<file path="src/rtl/crec_pkg.sv">
package crec_pkg;

  // Width of the cluster numbers that take part in the run compare.
  localparam int unsigned ClusterBits = 32;

  // Fixed field widths of the ports.
  localparam int unsigned ClusterW    = 32;
  localparam int unsigned BlockSizeW  = 26;
  localparam int unsigned RootOffsetW = 48;
  localparam int unsigned CfgDataW    = 48;
  localparam int unsigned CfgIdxW     = 1;
  localparam int unsigned CountW      = 32;
  localparam int unsigned ExtW        = 64;

  localparam int unsigned StartProdW = ClusterBits + BlockSizeW;
  localparam int unsigned LenProdW   = CountW + BlockSizeW;

  localparam logic [BlockSizeW-1:0] BlockSizeReset = BlockSizeW'(512);

  // Queue depths between and behind the two halves.
  localparam int unsigned RecQDepth = 4;
  localparam int unsigned OutQDepth = 4;

  typedef enum logic [CfgIdxW-1:0] {
    CFG_BLOCK_SIZE  = 1'b0,
    CFG_ROOT_OFFSET = 1'b1
  } cfg_reg_e;

  typedef enum logic {
    SEQ_FIRST,
    SEQ_SECOND
  } seq_e;

  typedef struct packed {
    logic [ClusterBits-1:0] start;
    logic [CountW-1:0]      count;
  } run_t;

  // Everything one input item leaves for the back end: an optional run closed by a
  // break, and an optional run closed by the end of the list.
  typedef struct packed {
    logic brk_vld;
    run_t brk_run;
    logic brk_last;
    logic end_vld;
    run_t end_run;
  } step_rec_t;

  typedef struct packed {
    run_t run;
    logic closes;
    logic last;
  } emit_t;

  typedef struct packed {
    logic [ExtW-1:0] offset;
    logic [ExtW-1:0] length;
    logic            closes;
    logic            last;
  } result_t;

endpackage

</file>
<file path="src/rtl/crec_rec_fifo.sv">
module crec_rec_fifo (
  input  logic                clk_i,
  input  logic                rst_ni,
  input  logic                push_i,
  input  crec_pkg::step_rec_t data_i,
  output logic                full_o,
  input  logic                pop_i,
  output logic                empty_o,
  output crec_pkg::step_rec_t data_o
);

  localparam int unsigned PtrW = $clog2(crec_pkg::RecQDepth);
  localparam int unsigned CntW = $clog2(crec_pkg::RecQDepth + 1);

  crec_pkg::step_rec_t mem_q [crec_pkg::RecQDepth];
  logic [PtrW-1:0] wr_ptr_q, wr_ptr_d;
  logic [PtrW-1:0] rd_ptr_q, rd_ptr_d;
  logic [CntW-1:0] cnt_q, cnt_d;
  logic            do_push, do_pop;

  assign full_o  = (cnt_q == CntW'(crec_pkg::RecQDepth));
  assign empty_o = (cnt_q == '0);
  assign data_o  = mem_q[rd_ptr_q];
  assign do_push = push_i && !full_o;
  assign do_pop  = pop_i && !empty_o;

  always_comb begin
    wr_ptr_d = wr_ptr_q;
    rd_ptr_d = rd_ptr_q;
    cnt_d    = cnt_q;
    if (do_push) begin
      wr_ptr_d = (wr_ptr_q == PtrW'(crec_pkg::RecQDepth - 1)) ? '0 : wr_ptr_q + PtrW'(1);
    end
    if (do_pop) begin
      rd_ptr_d = (rd_ptr_q == PtrW'(crec_pkg::RecQDepth - 1)) ? '0 : rd_ptr_q + PtrW'(1);
    end
    if (do_push && !do_pop) begin
      cnt_d = cnt_q + CntW'(1);
    end else if (do_pop && !do_push) begin
      cnt_d = cnt_q - CntW'(1);
    end
  end

  always_ff @(posedge clk_i or negedge rst_ni) begin
    if (!rst_ni) begin
      wr_ptr_q <= '0;
      rd_ptr_q <= '0;
      cnt_q    <= '0;
    end else begin
      wr_ptr_q <= wr_ptr_d;
      rd_ptr_q <= rd_ptr_d;
      cnt_q    <= cnt_d;
    end
  end

  always_ff @(posedge clk_i) begin
    if (do_push) begin
      mem_q[wr_ptr_q] <= data_i;
    end
  end

endmodule

</file>
<file path="config.mk">
export PLATFORM = sky130hd
export DESIGN_NAME = crec_rec_fifo
export DESIGN_NICKNAME = d
export VERILOG_FILES = /design/src/rtl/crec_pkg.sv /design/src/rtl/crec_rec_fifo.sv
export SDC_FILE = /design/constraint.sdc
export NUM_CORES = 1
export LEC_CHECK = 0
export BUFFER_PORTS_ARGS = -buffer_cell sky130_fd_sc_hd__buf_2
export CAP_MARGIN = 15
export CELL_PAD_IN_SITES_DETAIL_PLACEMENT = 1
export CELL_PAD_IN_SITES_GLOBAL_PLACEMENT = 1
export CORE_MARGIN = 3
export CORE_UTILIZATION = 50
export DETAILED_ROUTE_END_ITERATION = 8
export MAX_ROUTING_LAYER = met4
export PLACE_DENSITY_LB_ADDON = 0.1
export SLEW_MARGIN = 20
export SYNTH_ARGS = -nofsm -noshare
export SYNTH_HDL_FRONTEND = slang
export SYNTH_SLANG_ARGS = --single-unit
export TNS_END_PERCENT = 30
</file>
<file path="constraint.sdc">
create_clock -name clk_i -period 9 [get_ports clk_i]
set_input_delay 0.45 -clock clk_i [delete_from_list [all_inputs] [get_ports clk_i]]
set_output_delay 0.45 -clock clk_i [all_outputs]
set_load 0.01 [all_outputs]
</file>
[Yosys cells after proc, flatten, opt, wreduce, memory -nomap -nowiden]
Memories as Yosys holds them, arrays and structs flattened.
Index checks and enable logic that the tools add are counted.
Word-level totals
  RAM bits: 524
  memories: 1
  word-level logic and storage cells: 27
  register bits: 7
Memory list
  mem_q: depth 4, bits a word 131, rd ports 1, clocked after memory_dff 0, write ports 1, line crec_rec_fifo.sv:15  | crec_pkg::step_rec_t mem_q [crec_pkg::RecQDepth];
Operators by class
  add/subtract/negate cells: 4
  multiplexer cells: 6
  reductions and logical operators: 10
  eq/ne operators: 3
Operators by type and width (number)
  $mux 3: 2
  $add 2x1->2 const B: 2
  $eq 2x2->1 const B: 2
  $logic_and 1x1->1: 4
  $logic_not 1->1: 4
  $mux 2: 2
  $add 3x1->3 const B: 1
  $eq 3x3->1 const B: 1
  $logic_not 3->1: 1
  $sub 3x1->3 const B: 1
  $mux 1: 2
  $reduce_bool 2->1: 1

[Longest topological paths before layout]
Gate-level depths: netlist of the first run.
  word-level depth: 7
  gate-level depth with buffers: 8

[Least setup slack after synthesis of the first run]
Ideal clock, no wire load.
  kind: flip-flop to flip-flop
  from: register wr_ptr_q[0]
  to: memory mem_q[3][0] in the netlist's numbering, enable pin
  setup slack: 2.278 ns
  path buffers: 0
  arrival: 6.096 ns
  cell stages (with the launch flop): 4
  path through: dfrtp_1 -> ha_1 -> nand2_1 -> nor2_1
RTL lines
  start: declaration: line crec_rec_fifo.sv:16  | logic [PtrW-1:0] wr_ptr_q, wr_ptr_d;
  start signal: assignment: line crec_rec_fifo.sv:50  | wr_ptr_q <= wr_ptr_d;
  end: declaration: line crec_rec_fifo.sv:15
No word-level cell before the write port.

==> summary.txt, run 1 <==
GRT
  • Largest net degree at the start of global routing: between 100 and 150
  • Overflow after GRT: 0
  • Global Route Usage Sum: between 10% and 20%
  • Initial antenna violation count: 12
  • First-pass GRT wire length: just under 60 mm
  • Number of global-route vias before repair: around 9,500

Clock network
  • Clock Pin Slew Worst Setup and Hold Paths: 0.06 ns
  • Post-CTS setup buffer count: 0
  • CTS tree: built
  • Worst-Skew Late Latency: approximately 0.58 ns
  • Root buffer cell: clkbuf_16
  • Clk buf depth: 3
  • H-tree Lvls: 2
  • Clk sinks: around 530
  • TritonCTS buffer count: between 50 and 60

Power
  • Sw Ratio: between 20% and 30%
  • Logic pwr share: between 20 and 30%
  • Share of power burned in registers: 45.1%
  • Leakage: ~7.7 nW
  • Peak supply drop: roughly 240 uV
  • Switching Power: between 0.002 and 0.0025 W
  • Clock power frac: about a quarter
  • PwrDens: roughly 330 nW/um^2
  • Int Pwr: around 0.0054 W

Floorplanning
  • IO Count: 268
  • Row cnt: 71
  • Initial core utilization: between 50% and 60%
  • Die Y: 203 um
  • Die X-Extent: just over 200 um
  • Core area: 37,800 um^2
  • Die area: about 40,000 um^2

Route
  • Post-route ant nets: 0
  • DRT Pass-1 Iters: 6
  • WL per Instance: approximately 24 um
  • DRC viols: 0
  • Vias: between 8,000 and 9,000
  • 1st-iter DRT viols: roughly 450
  • Vias per inst: 5.36
  • Drt total wl: roughly 39 mm

Job
  • Max Cap Violations: 0

Timing
  • Fin crit share: approximately 45%
  • Tightest hold margin: around 0.085 ns
  • Slew Viols, Final: 0
  • Final Skew: 0.0133 ns
  • FMAX: 249 MHz
  • Hold Fails Final Rpt: 0
  • Setup Viol. Count Final: 0
  • RSZ-0062 raised after global routing: false
  • Min Clock Period, post-route: 4.01 ns
  • Max_slew headroom: between 30% and 40%
  • Setup TNS Final: 0 ns
  • Worst Max-Slew Pin Slew: between 1 and 1.5 ns

Critical path
  • Cells along the critical path: buf_4 -> buf_4 -> mux4_2 -> buf_2
  • Worst R2R Path Depth: 5
  • Setup Crit Path Kind: flop to primary output
  • Data required time of the worst path: about 8.6 ns
  • Slowest stage cell, crit path: buf_4
  • R2R Path Start: cnt_q[2]$_DFFE_PN0P_
  • Crit-path max cell delay: between 0.7 and 0.8 ns
  • Critical path's top delay family: buffers and inverters
  • Crit start category: flop
  • Crit path capture type: primary output
  • Stages on the worst setup path: 4
  • Crit Path Max Fanout: 40
  • Crit path DAT: approximately 3.6 ns
  • Crit path buf inv count: 3
  • Most used cell, CP: buf_4
  • Worst setup path startpoint: rd_ptr_q[0]$_DFFE_PN0P_

Status
  • Status: finished clean

Cells and area
  • Leading cell types in the layout, fill and taps excluded: 524 x edfxtp_1, 267 x buf_2, 131 x mux4_2
  • Final nets: around 1,200
  • P&R area growth vs syn: 18.1%
  • Number of fill cells: 3,224
  • Layout cell share with drive strength beyond 1: 45.4%
  • Commonest non-fill, non-tap cell in the layout: edfxtp_1

Min path
  • Hold_sp: data_i[2]
  • Worst Hold Class: input port to flop
  • Hold path depth: 1

Logic synthesis
  • Syn nets: between 800 and 900
  • #FFs+latches synth: ~530
  • Synth unique cells: 21
  • Mapped Area: 19,300 um^2
  • Sequential fraction of the synthesis area: 82.3%
  • Syn avg cell area: ~27 um^2
  • Syn Inst Count: just over 700
  • YS warnings: 0

Place
  • Port Buffer Count: ~270
  • GP Congestion: 0.738
  • HPWL after DPL: around 24 mm
-- worst paths after layout --
kind                       slack, ns                      end
setup / recovery                4.99               data_o[45]
hold / removal                  0.09    mem_q[1][2]$_DFFE_PP_
setup reg to reg                5.59   mem_q[2][83]$_DFFE_PP_
hold reg to reg                 0.54     cnt_q[2]$_DFFE_PN0P_
max in group asynchronous       8.58  rd_ptr_q[1]$_DFFE_PN0P_
min in group asynchronous       0.23  wr_ptr_q[1]$_DFFE_PN0P_
-- per-layer routing --
metal / routed length (um) / share of wire (%) / global-route usage, % / vias up
met5: 0 / 0 / - / -
met4: 675 / 1.7 / 5.59 / 0
met3: 2860 / 7.4 / 5.90 / 46
met2: 19400 / 50 / 31.1 / 255
met1: 15900 / 41 / 25.9 / 4457
li1: - / - / - / 3764
-- cells in the mapped netlist --
library cell / n / area share [%]
o31ai_2: 1 / 0.065
mux4_2: 131 / 15
dfrtp_1: 7 / 0.91
and2_1: 3 / 0.097
nand2_1: 1 / 0.019
ha_1: 6 / 0.39
nor3b_2: 1 / 0.065
edfxtp_1: 524 / 81
fa_1: 1 / 0.10
xor2_1: 2 / 0.091
buf_6: 9 / 0.52
buf_4: 1 / 0.039
xnor2_1: 1 / 0.045
inv_1: 3 / 0.058
buf_2: 16 / 0.41
nor2b_1: 1 / 0.032
nor3_1: 2 / 0.052
mux2_2: 4 / 0.23
a21o_1: 1 / 0.039
clkbuf_1: 4 / 0.078
nor2_1: 3 / 0.058
-- cell type report --
cell class                 count  area (um^2)  share of cell area [%]
sequential                   531        15900                    69.7
multi-input combinational    158         3210                    14.1
timing repair buffer         280         1450                    6.35
antenna                       14         35.0                   0.153
inverter                       3         11.3                  0.0493
tap                          511          639                    2.80
clock buffer                  66         1380                    6.02
clock inverter                27          189                   0.828
-- repair_timing --
item,CTS,global route
gates resized for setup,0,0
endpoints found under the setup margin,0,0
hold endpoints to repair,7,0
hold buffers,1,0
-- kinds of logic after synthesis --
kind of cell             after synthesis  synth area share, %
AND/OR/NAND/NOR                       11                0.324
multiplexers                         135                 15.5
flip-flops                           531                 82.3
AO/OA/AOI/OAI                          2                0.104
adder cells (fa/ha/maj)                7                0.492
buffers and inverters                 33                 1.11
XOR/XNOR                               3                0.136
-- sequential cells by signal, indices dropped and copies added, names as in the netlist --
register	cells
wr_ptr_q	2
cnt_q	3
rd_ptr_q	2
mem_q	524
-- metrics by stage --
step                      std cells  setup slack, ns  total power [W]  instance area (um^2)  util [%]
after floorplan                 722             2.28          0.00488                 19300         -
after global placement         1482             5.49          0.00563                 21200      56.1
after detailed placement       1482             5.46          0.00567                 21200      56.1
after CTS                      1576             4.81          0.00770                 22800      60.2
after global routing           1588             4.63          0.00795                 22800      60.3
final                          1590             4.99          0.00756                 22800      60.3
-- power groups by stage --
stage	combinational (W)	sequential [W]	clock, W
6_report	0.00214	0.00341	0.00201
5_1_grt	0.00232	0.00345	0.00218
4_1_cts	0.00221	0.00341	0.00207
3_5_place_dp	0.00220	0.00346	0
3_3_place_gp	0.00219	0.00344	0
2_1_floorplan	0.00143	0.00346	0
(Power assumes the default switching activity.)
==> run 2: changes to the inputs <==
Settings changed: ABC_AREA set to 1, CORE_UTILIZATION 50 to 48.
Clock period 9 ns to 4.17 ns, I/O delays scaled along.
==> summary.txt, run 2 <==
Clock network
  • TritonCTS buffer count: 54 (+3.8%)
  • Clk sinks: 531 (unchanged)
  • H-tree Lvls: 2 (unchanged)
  • Post-CTS setup buffer count: 0 (unchanged)
  • Clk buf depth: 3 (unchanged)
  • Clock Pin Slew Worst Setup and Hold Paths: 0.06 ns (about the same)
  • Worst-Skew Late Latency: 0.61 ns (+0.03 ns)
  • Cts repair resizes: 0 (unchanged)
  • Root buffer cell: clkbuf_16
  • CTS tree: built

Logic synthesis
  • Largest cells by area after synthesis: edfxtp_1 73%, nand2_1 7.1%, o211ai_1 6.0%, o211ai_2 5.2%, inv_1 4.8%
  • YS warnings: 0 (unchanged)
  • #FFs+latches synth: 531 (unchanged)
  • Synth cell count leaders: 524 x edfxtp_1, 408 x nand2_1, 277 x inv_1
  • Syn nets: 1,732 (+100%)
  • Most frequent cell after synthesis: edfxtp_1
  • Primary FF master, synth: edfxtp_1
  • Mapped Area: 21,700 um^2 (+12%)
  • Async SR Flop Fraction: 1.32% (unchanged)
  • Post-synth top area cell: edfxtp_1
  • Syn Inst Count: 1,590 (+120%)
  • Syn avg cell area: 13.6 um^2 (-49%)
  • Sequential fraction of the synthesis area: 73.4% (-8.9 points)
  • Synth unique cells: 18 (-14%)
  • Post-synth EDFFs: 524 (unchanged)
  • Synth top area share: 72.6% (-8.8 points)

Timing
  • Hold Fails Final Rpt: 0 (unchanged)
  • Setup Viol. Count Final: 0 (unchanged)
  • Final Skew: 0.0348 ns (+0.0215 ns)
  • Setup TNS Final: 0 ns (unchanged)
  • Max_slew headroom: 31.6% (-0.39 points)
  • Setup WS post-layout: 1.09 ns (-3.90 ns)
  • Fin crit share: approximately three quarters
  • Worst Max-Slew Pin Slew: 1.03 ns (+0.00582 ns)
  • FMAX: roughly 320 MHz
  • Min Clock Period, post-route: approximately 3.1 ns
  • RSZ-0062 raised after global routing: false
  • Slew Viols, Final: 0 (unchanged)

Route
  • Vias per inst: 5.12 (-4.5%)
  • 1st-iter DRT viols: 819 (+84%)
  • WL per Instance: 19.5 um (-20%)
  • Max layer used: met4
  • Vias: 13,400 (+58%)
  • Met1 WL: 20.4 mm (+28%)
  • Post-route ant nets: 0 (unchanged)
  • Wire length on met3: 2.61 mm (-9.0%)
  • Met2 wire length: 27.0 mm (+39%)
  • DRT Pass-1 Iters: 5 (-1)
  • DRC viols: 0 (unchanged)
  • Drt total wl: 51.3 mm (+32%)

Cells and area
  • Leading cell types in the layout, fill and taps excluded: 524 x edfxtp_1, 408 x nand2_1, 277 x inv_1
  • Number of fill cells: 4,398 (+36%)
  • Max FFs per register: 524 (unchanged)
  • P&R area growth vs syn: 22.9%
  • Design Area, Final: 26,600 um^2 (+17%)
  • Commonest non-fill, non-tap cell in the layout: edfxtp_1
  • Layout cell share with drive strength beyond 1: 22.5% (-23 points)
  • Largest reg by FF count: mem_q
  • Util after Layout: 60.0% (-0.38 points)
  • Registers with the most flip-flops: mem_q: 524 flops, cnt_q: 3 flops
  • Final nets: 2,130 (+82%)
  • Final cell count without fillers: 2,626 (+65%)

Critical path
  • Setup Crit Path Kind: flop to primary output
  • R2R Path Start: cnt_q[0]$_DFFE_PN0P_
  • Crit path DAT: 2.87 ns (-0.69 ns)
  • Flop-to-flop setup slack: 1.72 ns (-3.87 ns)
  • Crit path capture type: primary output
  • Crit Path Max Fanout: 64 (+60%)
  • Data required time of the worst path: 3.96 ns (-4.59 ns)
  • R2r endpoint: mem_q[0][34]$_DFFE_PP_
  • Worst R2R Path Depth: 5 (unchanged)
  • Crit start category: flop

Floorplanning
  • Die area: 47,700 um^2 (+16%)
  • IO Count: 268 (unchanged)
  • Die Y: 218 um (+7.8%)
  • Initial core utilization: 48.8% (-2.3 points)
  • Row cnt: 77 (+8.5%)
  • Die X-Extent: 218 um (+7.8%)
  • Core area: 44,400 um^2 (+17%)

Min path
  • Worst Hold Class: input port to flop
  • Hold endpoint: mem_q[3][73]$_DFFE_PP_
  • Hold_sp: data_i[73]
  • Hold path depth: 2 (+1)

Place
  • Port Buffer Count: 267 (unchanged)
  • HPWL after DPL: 30.6 mm (+30%)
  • Dpl cells: 2,389 (+61%)
  • GP Congestion: 0.784 (+6.2%)
  • DP Area: 23,700 um^2 (+11%)
  • Pre-CTS setup slack: 1.62 ns (-3.84 ns)

Power
  • PwrDens: 688 nW/um^2 (+110%)
  • Leakage: 10.6 nW (+38%)
  • Peak supply drop: 421 uV (+73%)

GRT
  • Initial antenna violation count: 7 (-5)
  • Largest net degree at the start of global routing: 132 (unchanged)
  • First-pass GRT wire length: 80.3 mm (+35%)
  • Overflow after GRT: 0 (unchanged)
  • Global Route Usage Sum: 22.3% (+2.4 points)
  • Number of global-route vias before repair: 14,700 (+55%)

Status
  • Status: finished clean

Job
  • Max Cap Violations: 0 (unchanged)
## run 2: worst max-delay path by stage
stage | cells past startpoint | start | to
floorplan | 4 | cnt_q[0]$_DFFE_PN0P_ | mem_q[0][0]$_DFFE_PP_
global placement | 5 | rd_ptr_q[1]$_DFFE_PN0P_ | data_o[110]
detailed placement | 5 | rd_ptr_q[1]$_DFFE_PN0P_ | data_o[27]
CTS | 5 | rd_ptr_q[1]$_DFFE_PN0P_ | data_o[27]
global route | 5 | rd_ptr_q[1]$_DFFE_PN0P_ | data_o[26]
finish | 5 | rd_ptr_q[1]$_DFFE_PN0P_ | data_o[26]
## run 2: power breakdown
| group | internal, W | total, W | switching, W |
|---|---|---|---|
| sequential | 0.00700 | 0.00750 | 0.000500 |
| combinational | 0.00225 | 0.00636 | 0.00411 |
| clock | 0.00252 | 0.00445 | 0.00193 |
## run 2: metrics by stage
step	hold WS (ns)	power, W
floorplan	-0.0871	0.0116
global placement	0.0632	0.0137
detailed placement	0.0622	0.0139
CTS	0.310	0.0185
global route	0.342	0.0194
finish	0.361	0.0183
## run 2: critical path, cell delays in order (launching register included)
cell and delay [ns]:
dfrtp_4 0.76, inv_6 0.63, buf_12 0.40, o211ai_2 0.15, nand2_1 0.13, buf_2 0.15
## run 2: area by class of cell
class,instances,area (um^2),area share (%)
Tap cell,592,741,2.78
Clock buffer,79,1490,5.58
Timing Repair Buffer,430,3150,11.8
Antenna cell,7,17.5,0.0658
Multi-Input combinational cell,693,4150,15.6
Inverter,278,1050,3.94
Clock inverter,16,116,0.437
Sequential cell,531,15900,59.8
## run 2: kinds of logic (layout without fill, tap and decap cells)
logic type / Yosys count / count (layout) / synth area share (%)
buffers and inverters: 366 / 803 / 7.54
xor gates and xnor gates: 1 / 1 / 0.0404
AOI/OAI and AO/OA: 263 / 263 / 11.2
adders and majority gates: 7 / 7 / 0.439
other: 0 / 7 / 0
and+or+nand+nor: 422 / 422 / 7.36
DFF: 531 / 531 / 73.4
## run 2: what timing repair did
| action | in CTS | in global routing |
|---|---|---|
| endpoints found under the setup margin | 0 | 0 |
| hold buffers | 135 | 0 |
| endpoints found under the hold margin | 535 | 0 |
## run 2: routing by layer
metal / track usage [%] / up-vias
li1: - / 6338
met1: 25.5 / 6735
met2: 39.7 / 287
met3: 4.32 / 76
met4: 7.07 / 0
met5: - / -
